==> src/rtl/ssoi_pkg.sv <==
// ----------------------------------------------------------------------------
// ssoi_pkg: shared types and constants of the skid-steer odometry integrator
// Item, result and configuration records, fixed-point constants, defaults.
// ----------------------------------------------------------------------------
package ssoi_pkg;

	localparam int ANGLE_BITS_DEF    = 16;
	localparam int POSITION_BITS_DEF = 48;
	localparam int QUEUE_DEPTH       = 2;

	localparam int CFG_IDX_W  = 4;
	localparam int CFG_DATA_W = 24;
	localparam logic [CFG_IDX_W-1:0] CFG_WHEEL_RADIUS  = 4'd0;
	localparam logic [CFG_IDX_W-1:0] CFG_INVERSE_TRACK = 4'd1;
	localparam logic [15:0] WHEEL_RADIUS_RST  = 16'd6554;
	localparam logic [23:0] INVERSE_TRACK_RST = 24'd131072;

	localparam int POS_OUT_W = 48;

	// shared multiplier operand width
	localparam int MUL_W = 34;
	localparam logic signed [MUL_W-1:0] WHEEL_K = 34'sd449767923;
	localparam logic signed [MUL_W-1:0] POLY_A  = 34'sd1686629713;
	localparam logic signed [MUL_W-1:0] POLY_B  = 34'sd688904866;
	localparam logic signed [MUL_W-1:0] POLY_C  = 34'sd76016977;

	// displacement divide by 1e6, four quotient bits per cycle over 56 bits
	localparam logic [20:0] DIVISOR   = 21'd1000000;
	localparam int          DIV_STEPS = 14;
	localparam int          DIV_CNT_W = $clog2(DIV_STEPS);

	typedef enum logic {
		KIND_STEP,
		KIND_RESTART
	} kind_t;

	typedef struct packed {
		logic [15:0] wheel_radius;
		logic [23:0] inverse_track;
	} cfg_t;

	typedef struct packed {
		kind_t              kind;
		logic signed [15:0] rpm_front_right;
		logic signed [15:0] rpm_rear_right;
		logic signed [15:0] rpm_rear_left;
		logic signed [15:0] rpm_front_left;
		logic [15:0]        yaw_angle;
		logic signed [31:0] yaw_rate;
		logic [19:0]        elapsed_us;
		logic               imu_ready;
	} item_t;

	typedef struct packed {
		logic [47:0] local_x;
		logic [47:0] local_y;
		logic [47:0] global_x;
		logic [47:0] global_y;
		logic [31:0] forward_speed;
		logic [31:0] corrected_speed;
		logic [31:0] turn_rate;
		logic [15:0] relative_yaw;
		logic        publish;
	} result_t;

endpackage

==> src/rtl/ssoi_fifo.sv <==
// ----------------------------------------------------------------------------
// ssoi_fifo: small register queue
// First-word-fall-through queue with full and empty flags.
// ----------------------------------------------------------------------------
module ssoi_fifo #(
	parameter int WIDTH = 8,
	parameter int DEPTH = ssoi_pkg::QUEUE_DEPTH
) (
	input  logic             clk,
	input  logic             arst_n,
	input  logic             wr_en,
	input  logic [WIDTH-1:0] wr_data,
	output logic             full,
	input  logic             rd_en,
	output logic [WIDTH-1:0] rd_data,
	output logic             empty
);

	localparam int PW = $clog2(DEPTH);
	localparam int CW = $clog2(DEPTH + 1);

	logic [WIDTH-1:0] mem_q [DEPTH];
	logic [PW-1:0]    wr_ptr_q, rd_ptr_q;
	logic [CW-1:0]    count_q;
	logic             do_wr, do_rd;

	assign full    = (count_q == CW'(DEPTH));
	assign empty   = (count_q == '0);
	assign do_wr   = wr_en && !full;
	assign do_rd   = rd_en && !empty;
	assign rd_data = mem_q[rd_ptr_q];

	always_ff @(posedge clk) begin
		if (do_wr) begin
			mem_q[wr_ptr_q] <= wr_data;
		end
	end

	always_ff @(posedge clk or negedge arst_n) begin
		if (!arst_n) begin
			wr_ptr_q <= '0;
			rd_ptr_q <= '0;
			count_q  <= '0;
		end else begin
			if (do_wr) begin
				wr_ptr_q <= (wr_ptr_q == PW'(DEPTH - 1)) ? '0 : wr_ptr_q + 1'b1;
			end
			if (do_rd) begin
				rd_ptr_q <= (rd_ptr_q == PW'(DEPTH - 1)) ? '0 : rd_ptr_q + 1'b1;
			end
			unique case ({do_wr, do_rd})
				2'b10:   count_q <= count_q + 1'b1;
				2'b01:   count_q <= count_q - 1'b1;
				default: count_q <= count_q;
			endcase
		end
	end

endmodule

==> src/rtl/ssoi_front.sv <==
// ----------------------------------------------------------------------------
// ssoi_front: item intake
// Accepts input beats, tags them as step or restart and queues them.
// ----------------------------------------------------------------------------
module ssoi_front (
	input  logic                  clk,
	input  logic                  arst_n,
	input  logic                  push,
	output logic                  full,
	input  logic                  operation,
	input  logic signed [15:0]    rpm_front_right,
	input  logic signed [15:0]    rpm_rear_right,
	input  logic signed [15:0]    rpm_rear_left,
	input  logic signed [15:0]    rpm_front_left,
	input  logic signed [15:0]    yaw_angle,
	input  logic signed [31:0]    yaw_rate,
	input  logic [19:0]           elapsed_us,
	input  logic                  imu_ready,
	output logic                  item_valid,
	output ssoi_pkg::item_t       item,
	input  logic                  item_take
);

	ssoi_pkg::item_t            in_item;
	logic [$bits(in_item)-1:0]  head;
	logic                       empty;

	always_comb begin
		in_item.kind            = operation ? ssoi_pkg::KIND_RESTART : ssoi_pkg::KIND_STEP;
		in_item.rpm_front_right = rpm_front_right;
		in_item.rpm_rear_right  = rpm_rear_right;
		in_item.rpm_rear_left   = rpm_rear_left;
		in_item.rpm_front_left  = rpm_front_left;
		in_item.yaw_angle       = yaw_angle;
		in_item.yaw_rate        = yaw_rate;
		in_item.elapsed_us      = elapsed_us;
		in_item.imu_ready       = imu_ready;
	end

	ssoi_fifo #(
		.WIDTH ($bits(in_item)),
		.DEPTH (ssoi_pkg::QUEUE_DEPTH)
	) u_queue (
		.clk     (clk),
		.arst_n  (arst_n),
		.wr_en   (push),
		.wr_data (in_item),
		.full    (full),
		.rd_en   (item_take),
		.rd_data (head),
		.empty   (empty)
	);

	assign item_valid = !empty;
	assign item       = ssoi_pkg::item_t'(head);

endmodule

==> config.mk <==
export PLATFORM = sky130hd
export DESIGN_NAME = ssoi_front
export DESIGN_NICKNAME = d
export VERILOG_FILES = /design/src/rtl/ssoi_pkg.sv /design/src/rtl/ssoi_fifo.sv /design/src/rtl/ssoi_front.sv
export SDC_FILE = /design/constraint.sdc
export NUM_CORES = 1
export LEC_CHECK = 0
export BUFFER_PORTS_ARGS = -buffer_cell sky130_fd_sc_hd__buf_2
export CORE_MARGIN = 4
export CORE_UTILIZATION = 40
export DETAILED_ROUTE_END_ITERATION = 8
export HOLD_SLACK_MARGIN = 0.12
export PLACE_DENSITY = 0.72
export SETUP_SLACK_MARGIN = 0.02
export SYNTH_ARGS = -nofsm -noshare
export SYNTH_HDL_FRONTEND = slang
export SYNTH_HIERARCHICAL = 1
export SYNTH_SLANG_ARGS = --single-unit
==> constraint.sdc <==
create_clock -name clk -period 17.9 [get_ports clk]
set_input_delay 5.37 -clock clk [delete_from_list [all_inputs] [get_ports clk]]
set_output_delay 5.37 -clock clk [all_outputs]
set_load 0.03 [all_outputs]
==> out/results.txt <==
Cell Pwr Density: 178 mW/mm^2
peak supply drop: 0.121 mV
multi-input logic area: 0.00180 mm^2
final hold vios: 0
crit-path cells: buf_4 -> mux2_2 -> buf_2
Worst EP arrival: 2.78 ns
die width: 167 um
Final Critical Period: 8.15 ns
Worst-Margin Slew: 1.06 ns
critical path startpoint category: flop
DR iter-0 viols: 224
Critical Path Max Stage Delay: 0.78 ns
hold_buf cts: 0
floorplan row count: 57
io pins: 274
crit-path max FO: 56
routed via count: 4,991
vias in the first global route: 5,311
drc violations: 0
yosys warns: 6
RePlAce Congestion: 0.729
Avg Cell Area, Syn: 23.1 um^2
Worst EP required: 12.53 ns
crit path max-delay cell type: dfrtp_4
setup slack after layout: 9.75 ns
status: finished, final reports clean
Fill cells: 2,013
IO buf count: 273
die footprint: 0.0278 mm^2
Tcrit/Tclk final: 0.455
GRT overflow: 0
Clock Skew: 0.0186 ns
Max transition margin: 0.296
Total Wirelength: 18,700 um
CTS resizes: 0
Starting Density: 0.410
post-detailed-route count of antenna-violating nets: 0
Area Growth Syn to Fin: 24.6%
sequential cell area: 0.00815 mm^2
CTS Root Cell: clkbuf_16
largest net degree at the start of global routing: 79
initial antenna violation count: 5
setup bufs post-CTS: 0
fmax: 0.123 GHz
crit path capture type: output port
Hold Crit Class: reg -> reg
first-pass detailed-route iteration total: 4
first-pass GRT wire length: 28,500 um
Clock Sink Count: 272
final core occ: 0.511
TritonCTS clock tree: built
DP HPWL: 12,300 um
Yosys cell types: 15
synthesized net count: 575
register area share after synthesis: 0.810
Setup TNS Final: 0 ns
CP bufs+invs: 2
Syn Std Cell Area: 0.0101 mm^2
most common cell after layout, fill and taps aside: buf_2
vias per cell: 4.66
Leakage: 4.80 nW
clock slew at reported path FFs: 0.06 ns
final net count: 867
max_cap viols: 0
CP delay by family, top: buffers and inverters
routed wire length per instance: 17.4 um
final setup fails: 0
area of the core: 0.0245 mm^2
Clock H-tree levels: 1
total CTS buffers: 27
Worst-Skew Late Latency: 0.53 ns
most frequent cells in the layout: buf_2, edfxtp_1, mux2_2
WS Path Type: reg -> out
Max clock buf depth: 3
Die Ht: 167 um
final slew viol count: 0
pre-CTS setup slack: 10.16 ns
Global Route Usage Sum: 0.127
Seq cells post-synth: 272
share of cells above drive strength 1: 0.600
Syn Inst Count: 436
RSZ-0062 raised after global routing: false
stage by stage:
stage               hold slack [ns]  cells  total power [mW]  cell area (um^2)
floorplan                     0.461    436              1.58             10100
CTS                           0.509   1071              2.27             12500
finish                        0.505   1072              2.23             12500
global route                  0.524   1072              2.34             12500
global placement              0.490   1023              1.76             11800
detailed placement            0.497   1023              1.77             11800
layer usage:
metal / up-vias / track usage / wire [um]
li1: 2319 / - / -
met4: 8 / 0.0427 / 646
met5: - / 0 / 40
met3: 50 / 0.0417 / 1500
met2: 187 / 0.221 / 9300
met1: 2427 / 0.150 / 7160
state kept, by name, indices dropped and copies added (netlist names):
signal,flops
u_queue/count_q,2
u_queue/rd_ptr_q,1
u_queue/wr_ptr_q,1
u_queue/mem_q,268
worst reg2reg max path: cells and delay by family (launching register included):
| kind | cells | cell delay (ns) |
|---|---|---|
| buffers and inverters | 2 | 1.58 |
| AND/OR/NAND/NOR | 3 | 0.41 |
| flip-flops | 1 | 0.42 |
worst paths after layout:
path | depth (start not counted) | slack (ns) | start | endpoint
max in group asynchronous | 1 | 13.14 | arst_n | u_queue/rd_ptr_q$_DFFE_PN0P_
worst max register to register | 5 | 15.05 | u_queue/count_q[0]$_DFFE_PN0P_ | u_queue/mem_q[0][57]$_DFFE_PP_
worst max-delay path | 3 | 9.75 | u_queue/rd_ptr_q$_DFFE_PN0P_ | item[25]
worst min register to register | 1 | 0.50 | u_queue/count_q[1]$_DFFE_PN0P_ | u_queue/count_q[1]$_DFFE_PN0P_
min in group asynchronous | 1 | 4.63 | arst_n | u_queue/rd_ptr_q$_DFFE_PN0P_
worst min-delay path | 1 | 0.50 | u_queue/count_q[1]$_DFFE_PN0P_ | u_queue/count_q[1]$_DFFE_PN0P_
cells in the mapped netlist:
cell type / number / area, um^2
mux2_4: 50 / 751
buf_6: 7 / 78.8
nor2_1: 3 / 11.3
and3_1: 1 / 6.26
xnor2_1: 3 / 26.3
ha_1: 1 / 12.5
nor2b_1: 1 / 6.26
nand2_1: 1 / 3.75
nand2b_1: 1 / 6.26
xor2_1: 2 / 17.5
inv_1: 2 / 7.51
mux2_2: 84 / 946
buf_2: 8 / 40.0
edfxtp_1: 268 / 8050
dfrtp_1: 4 / 100
where the power goes:
part	switching (mW)	total (mW)	internal, mW
registers	0.0491	0.923	0.873
clock network	0.215	0.490	0.275
logic	0.526	0.816	0.291
total	0.790	2.23	1.44
final cells by class:
class                      instances  area share
tap                              324      0.0323
multi-input combinational        147       0.143
inverter                           2    0.000599
clock buffer                      34      0.0560
antenna                            1    0.000200
timing repair buffer             278       0.112
sequential                       272       0.650
clock inverter                    14     0.00529
cell families after synthesis:
group         count (synthesis)  synth area share
flops                       272             0.810
simple gates                  7           0.00336
xor+xnor                      5           0.00435
fa+ha+maj                     1           0.00124
buf+inv                      17            0.0126
mux                         134             0.169
No activity file was read; power rests on OpenSTA's default activity.
