===== config.mk =====
export PLATFORM = sky130hd
export DESIGN_NAME = ssoi_fifo
export DESIGN_NICKNAME = d
export VERILOG_FILES = /design/src/rtl/ssoi_pkg.sv /design/src/rtl/ssoi_fifo.sv
export SDC_FILE = /design/constraint.sdc
export NUM_CORES = 1
export LEC_CHECK = 0
export BUFFER_PORTS_ARGS = -buffer_cell sky130_fd_sc_hd__clkbuf_2
export CAP_MARGIN = 20
export CORE_ASPECT_RATIO = 1.1
export CORE_UTILIZATION = 52
export CTS_CLUSTER_SIZE = 10
export DETAILED_ROUTE_END_ITERATION = 8
export PLACE_DENSITY = 0.8
export REMOVE_ABC_BUFFERS = 1
export SLEW_MARGIN = 15
export SYNTH_ARGS = -nofsm -noshare
export SYNTH_HDL_FRONTEND = slang
export SYNTH_SLANG_ARGS = --single-unit

===== constraint.sdc =====
create_clock -name clk -period 4.7 [get_ports clk]
set_clock_uncertainty 0.2 [all_clocks]
set_input_delay 0.705 -clock clk [delete_from_list [all_inputs] [get_ports clk]]
set_output_delay 0.705 -clock clk [all_outputs]
set_load 0.03 [all_outputs]

===== src/rtl/ssoi_pkg.sv =====
// ----------------------------------------------------------------------------
// ssoi_pkg: shared types and constants of the skid-steer odometry integrator
// Item, result and configuration records, fixed-point constants, defaults.
// ----------------------------------------------------------------------------
package ssoi_pkg;

	localparam int ANGLE_BITS_DEF    = 16;
	localparam int POSITION_BITS_DEF = 48;
	localparam int QUEUE_DEPTH       = 2;

	localparam int CFG_IDX_W  = 4;
	localparam int CFG_DATA_W = 24;
	localparam logic [CFG_IDX_W-1:0] CFG_WHEEL_RADIUS  = 4'd0;
	localparam logic [CFG_IDX_W-1:0] CFG_INVERSE_TRACK = 4'd1;
	localparam logic [15:0] WHEEL_RADIUS_RST  = 16'd6554;
	localparam logic [23:0] INVERSE_TRACK_RST = 24'd131072;

	localparam int POS_OUT_W = 48;

	// shared multiplier operand width
	localparam int MUL_W = 34;
	localparam logic signed [MUL_W-1:0] WHEEL_K = 34'sd449767923;
	localparam logic signed [MUL_W-1:0] POLY_A  = 34'sd1686629713;
	localparam logic signed [MUL_W-1:0] POLY_B  = 34'sd688904866;
	localparam logic signed [MUL_W-1:0] POLY_C  = 34'sd76016977;

	// displacement divide by 1e6, four quotient bits per cycle over 56 bits
	localparam logic [20:0] DIVISOR   = 21'd1000000;
	localparam int          DIV_STEPS = 14;
	localparam int          DIV_CNT_W = $clog2(DIV_STEPS);

	typedef enum logic {
		KIND_STEP,
		KIND_RESTART
	} kind_t;

	typedef struct packed {
		logic [15:0] wheel_radius;
		logic [23:0] inverse_track;
	} cfg_t;

	typedef struct packed {
		kind_t              kind;
		logic signed [15:0] rpm_front_right;
		logic signed [15:0] rpm_rear_right;
		logic signed [15:0] rpm_rear_left;
		logic signed [15:0] rpm_front_left;
		logic [15:0]        yaw_angle;
		logic signed [31:0] yaw_rate;
		logic [19:0]        elapsed_us;
		logic               imu_ready;
	} item_t;

	typedef struct packed {
		logic [47:0] local_x;
		logic [47:0] local_y;
		logic [47:0] global_x;
		logic [47:0] global_y;
		logic [31:0] forward_speed;
		logic [31:0] corrected_speed;
		logic [31:0] turn_rate;
		logic [15:0] relative_yaw;
		logic        publish;
	} result_t;

endpackage


===== src/rtl/ssoi_fifo.sv =====
// ----------------------------------------------------------------------------
// ssoi_fifo: small register queue
// First-word-fall-through queue with full and empty flags.
// ----------------------------------------------------------------------------
module ssoi_fifo #(
	parameter int WIDTH = 8,
	parameter int DEPTH = ssoi_pkg::QUEUE_DEPTH
) (
	input  logic             clk,
	input  logic             arst_n,
	input  logic             wr_en,
	input  logic [WIDTH-1:0] wr_data,
	output logic             full,
	input  logic             rd_en,
	output logic [WIDTH-1:0] rd_data,
	output logic             empty
);

	localparam int PW = $clog2(DEPTH);
	localparam int CW = $clog2(DEPTH + 1);

	logic [WIDTH-1:0] mem_q [DEPTH];
	logic [PW-1:0]    wr_ptr_q, rd_ptr_q;
	logic [CW-1:0]    count_q;
	logic             do_wr, do_rd;

	assign full    = (count_q == CW'(DEPTH));
	assign empty   = (count_q == '0);
	assign do_wr   = wr_en && !full;
	assign do_rd   = rd_en && !empty;
	assign rd_data = mem_q[rd_ptr_q];

	always_ff @(posedge clk) begin
		if (do_wr) begin
			mem_q[wr_ptr_q] <= wr_data;
		end
	end

	always_ff @(posedge clk or negedge arst_n) begin
		if (!arst_n) begin
			wr_ptr_q <= '0;
			rd_ptr_q <= '0;
			count_q  <= '0;
		end else begin
			if (do_wr) begin
				wr_ptr_q <= (wr_ptr_q == PW'(DEPTH - 1)) ? '0 : wr_ptr_q + 1'b1;
			end
			if (do_rd) begin
				rd_ptr_q <= (rd_ptr_q == PW'(DEPTH - 1)) ? '0 : rd_ptr_q + 1'b1;
			end
			unique case ({do_wr, do_rd})
				2'b10:   count_q <= count_q + 1'b1;
				2'b01:   count_q <= count_q - 1'b1;
				default: count_q <= count_q;
			endcase
		end
	end

endmodule


==> impl_metrics.ini, run 1 <==
[yosys]
avgSynthCellArea_um2 = 17.95
netlist_top_cells_area = edfxtp_1 62%, dfrtp_1 13%, mux2_2 12%, xnor2_1 3.4%, xor2_1 2.3%
synth_seq_cells = 20
yosys.cell_types.count = 13
synth_cells = 43
synth_top_area_share = 0.6224
ys_seq_area_frac = 0.7520
netlist_area_um2 = 772.0
ys_warn_count = 0
synth_area_leader_cell = edfxtp_1

[floorplan]
io_pins = 22
die_w_um = 38.74
dieArea_um2 = 1643
core_area_um2 = 1384
die_height_um = 42.41
initial_core_util = 0.5579
fp-row-count = 14

[cts]
cts_inserted_buffers = 3
clock_path_buffers = 2
clk_latency_ns = 0.29
h-tree-depth = 1
path_clk_slew_ns = 0.10
clockRootBuffer = clkbuf_4
post_cts_buffers = 0
cts_tree = built
cts_num_sinks = 20

[sta]
tightest_slew_ns = 0.6656
layout_setup_ws_ns = 2.360
finalCritPeriodShare = 0.4979
final-setup-viol-count = 0
hold_violations = 0
fmax_ghz = 0.4274
layout_min_cycle_time_ns = 2.340
maxSlewHeadroom = 0.5546
whs_ns = 0.3113
rsz0062_at_grt = no
drv_slew = 0
tns_ns = 0

[route]
ant_nets = 0
vias = 412
drc = 0
dr.pass1.iters = 3
vias_per_cell = 4.905
drt-total-wl_um = 1023
drtIter0Drc = 1
wl_per_cell_um = 12.18

[setup_path]
critPathArrivalTime_ns = 1.43
start_kind = flop
rrSetupSlack_ns = 2.92
worstSetupPathType = reg2out
worstPathMaxFanout = 9
cp.required_ns = 3.80
r2r_cells = 3
end_kind = output pin

[power]
powerDensity_nw_per_um2 = 691.5
p_total_mw = 0.6601
vdd_drop_max_v = 0.0004315
p_leak_nw = 0.3981

[global_route]
antenna_found_initial = 0
grt_pass1_vias = 409
grt_usage = 0.1502
grt_max_degree = 13
grt_pass1_wl_um = 1628
grt_remaining_overflow = 0

[placed_design]
pre_cts_slack_ns = 2.677
gp_congestion = 0.6353
portBuffers = 21
dp_hpwl_um = 764.1

[finish]
drive_above_1_share = 0.5000
mostFrequentLayoutCell = clkbuf_2
nets = 82
antenna_cells = 0
area_delta_synth_final_pct = 23.66
layout_common_cells = 21 x clkbuf_2, 16 x edfxtp_1, 8 x mux2_2

[job]
maxCapViolCount = 0

[min_path]
holdPathStages = 1
hold_path.class = reg2reg

[run_status]
outcome = finished, final reports clean
[final timing paths]
check                         endpoint       start
max in group asynchronous     rd_ptr_q      arst_n
setup reg to reg           mem_q[0][3]  count_q[0]
setup / recovery            rd_data[6]    rd_ptr_q
min in group asynchronous   count_q[0]      arst_n
hold reg to reg             count_q[1]  count_q[1]
hold / removal              count_q[1]  count_q[1]
[flip-flops by register name, indices dropped and copies added, names as in the netlist]
register,flops
count_q,2
wr_ptr_q,1
mem_q,16
rd_ptr_q,1
[worst max-delay path, cell delays in order, from the launching register on]
cell and delay (ns):
dfrtp_1 0.58, mux2_2 0.38, clkbuf_2 0.19
[cell type report]
type	count	area, um^2
Clock buffer	3	22.52
Clock inverter	1	30.03
Fill cell	96	429.2
Inverter	1	3.754
Multi-Input combinational cell	21	182.7
Sequential cell	20	580.6
Tap cell	16	20.02
Timing Repair Buffer	22	115.1
[metrics by stage]
| step | cell area [um^2] | util | std cells |
|---|---|---|---|
| global route | 954.7 | 0.6899 | 84 |
| CTS | 954.7 | 0.6899 | 84 |
| floorplan | 767.0 | - | 42 |
| global placement | 892.1 | 0.6447 | 79 |
| detailed placement | 892.1 | 0.6447 | 79 |
| finish | 954.7 | 0.6899 | 84 |
[layer usage]
layer,vias up,share of wire,wire length (um),track usage
li1,206,-,-,-
met1,191,0.40,410,0.1718
met2,15,0.55,561,0.2300
met3,0,0.049,50,0.03191
met4,0,0,0,0.1241
met5,-,0,0,0
[report_power, final]
part | internal, mW | switching, mW
combinational | 0.0939 | 0.148
sequential | 0.248 | 0.0349
clock | 0.0862 | 0.0489
total | 0.428 | 0.232
[cells in the mapped netlist]
| master | n |
|---|---|
| xnor2_1 | 3 |
| inv_1 | 1 |
| and3_1 | 1 |
| nor2_1 | 3 |
| xor2_1 | 2 |
| nand2b_1 | 1 |
| buf_2 | 1 |
| nand2_1 | 1 |
| edfxtp_1 | 16 |
| nor2b_2 | 1 |
| ha_1 | 1 |
| mux2_2 | 8 |
| dfrtp_1 | 4 |
[cell families (layout without fill, tap and decap cells)]
group,count (synthesis),count (layout),share of synthesized area
buf+inv,2,27,0.01133
flops,20,20,0.7520
simple gates,7,7,0.04701
fa+ha+maj,1,1,0.01620
xor+xnor,5,5,0.05674
mux,8,8,0.1167
[repair_timing]
action	4_1_cts	5_1_grt
hold buffers	1	0
gates resized for setup	0	0
hold endpoints to repair	4	0
Note: power is estimated with default switching activity, not from simulation.
==> inputs of run 2 (changes only) <==
--- a/config.mk
+++ b/config.mk
@@ -8,10 +8,10 @@
 export BUFFER_PORTS_ARGS = -buffer_cell sky130_fd_sc_hd__clkbuf_2
 export CAP_MARGIN = 20
 export CORE_ASPECT_RATIO = 1.1
-export CORE_UTILIZATION = 52
+export CORE_UTILIZATION = 43
 export CTS_CLUSTER_SIZE = 10
 export DETAILED_ROUTE_END_ITERATION = 8
-export PLACE_DENSITY = 0.8
+export PLACE_DENSITY = 0.71
 export REMOVE_ABC_BUFFERS = 1
 export SLEW_MARGIN = 15
 export SYNTH_ARGS = -nofsm -noshare
==> constraint.sdc (replaced) <==
create_clock -name clk -period 2 [get_ports clk]
set_clock_uncertainty 0.2 [all_clocks]
set_input_delay 0.3 -clock clk [delete_from_list [all_inputs] [get_ports clk]]
set_output_delay 0.3 -clock clk [all_outputs]
set_load 0.03 [all_outputs]
==> impl_metrics.ini, run 2 (synthesized netlist as in run 1, its figures left out) <==
[sta]
rsz0062_at_grt = no
tns_ns = 0
tightest_slew_ns = 0.3865
fmax_ghz = 0.5437
final-setup-viol-count = 0
layout_setup_ws_ns = 0.1609
hold_violations = 0
finalCritPeriodShare = 0.9195
drv_slew = 0
layout_min_cycle_time_ns = 1.839
maxSlewHeadroom = 0.7423

[finish]
area_delta_synth_final_pct = 35.33
nets = 91
postLayoutCellArea_um2 = 1045
drive_above_1_share = 0.4675
mostFrequentLayoutCell = clkbuf_2
layout_common_cells = 21 x clkbuf_2, 16 x edfxtp_1, 9 x dlygate4sd3_1
layout.cells.non_filler = 94
fillers = 124
largest_reg_flops = 16
reg.largest.list = mem_q (16), count_q (2)
antenna_cells = 0
regMostFlops = mem_q

[cts]
cts_inserted_buffers = 3
h-tree-depth = 1
clockRootBuffer = clkbuf_4
post_cts_buffers = 0
clk_latency_ns = 0.29
clock_path_buffers = 2
cts_tree = built
cts_num_sinks = 20
path_clk_slew_ns = 0.11

[floorplan]
fp-row-count = 15
die_w_um = 42.40
io_pins = 22
die_height_um = 46.44
initial_core_util = 0.4728
dieArea_um2 = 1969
core_area_um2 = 1633

[placed_design]
gp_congestion = 0.6276
dp_hpwl_um = 855.8
portBuffers = 21
dp.cells = 81
placed_area_um2 = 900.9
pre_cts_slack_ns = 0.3630

[global_route]
grt_pass1_wl_um = 2028
grt_usage = 0.1489
grt_pass1_vias = 456
grt_max_degree = 13
grt_remaining_overflow = 0
antenna_found_initial = 0

[power]
powerDensity_nw_per_um2 = 1515
switching_share = 0.3517
p_leak_nw = 0.4358
sequentialPowerShare = 0.423
vdd_drop_max_v = 0.0008279
p_clk_frac = 0.203
combPwrFrac = 0.374
p_sw_mw = 0.5567
p_int_mw = 1.026

[setup_path]
worstSetupPathType = reg2out
rrSetupSlack_ns = 0.35
worstPathMaxFanout = 9
end_kind = output pin
cp.required_ns = 1.50
start_kind = flop
critPathArrivalTime_ns = 1.34

[run_status]
outcome = finished, final reports clean

[route]
drtIter0Drc = 11
drc = 0
dr.pass1.iters = 6
wl_per_cell_um = 13.16
vias_per_cell = 4.798
ant_nets = 0
drt-total-wl_um = 1237
vias = 451

[job]
maxCapViolCount = 0

[min_path]
hold_path.class = in2reg
run 2: path summary, 6_finish.rpt:
path                       startpoint          end  cells past startpoint
max                          rd_ptr_q   rd_data[4]                      2
min                             wr_en     wr_ptr_q                      3
max reg2reg                count_q[0]  mem_q[0][7]                      4
min reg2reg                  wr_ptr_q     wr_ptr_q                      1
max in group asynchronous      arst_n     rd_ptr_q                      2
min in group asynchronous      arst_n     wr_ptr_q                      2
run 2: metal layers:
metal,global-route usage,routed length [um],vias to the layer above
li1,-,-,225
met5,0,0,-
met4,0.07500,0,0
met3,0.03922,55,0
met2,0.2585,639,13
met1,0.1731,542,213
run 2: metrics by stage:
| step | util | total power, mW | hold WS, ns |
|---|---|---|---|
| after floorplan | - | 1.098 | -0.1956 |
| after global placement | 0.5517 | 1.247 | -0.08624 |
| after detailed placement | 0.5517 | 1.263 | -0.08697 |
| after CTS | 0.6391 | 1.604 | 0.09213 |
| after global routing | 0.6398 | 1.672 | 0.1145 |
| final | 0.6398 | 1.583 | 0.1115 |
run 2: repair_timing:
item	in CTS	in global routing
hold buffers	9	0
setup endpoints to repair	0	8
hold endpoints to repair	20	0
resized for setup	0	1
run 2: power groups by stage:
stage | sequential (mW) | combinational (mW) | clock (mW)
floorplan | 0.651 | 0.447 | 0
global placement | 0.670 | 0.576 | 0
detailed placement | 0.677 | 0.587 | 0
CTS | 0.669 | 0.601 | 0.334
global route | 0.691 | 0.633 | 0.348
finish | 0.669 | 0.593 | 0.321
run 2: layout make-up:
type	count	area, um^2	share of cell area
timing repair buffer	31	202.7	0.1940
multi-input combinational	21	182.7	0.1749
clock buffer	3	22.52	0.02156
clock inverter	1	30.03	0.02874
sequential	20	581.8	0.5569
inverter	1	3.754	0.003593
tap	17	21.27	0.02036
run 2: worst max-delay path, stage by stage, from the launching register on:
cell and delay (ns):
dfrtp_2 0.50, mux2_2 0.37, clkbuf_2 0.18
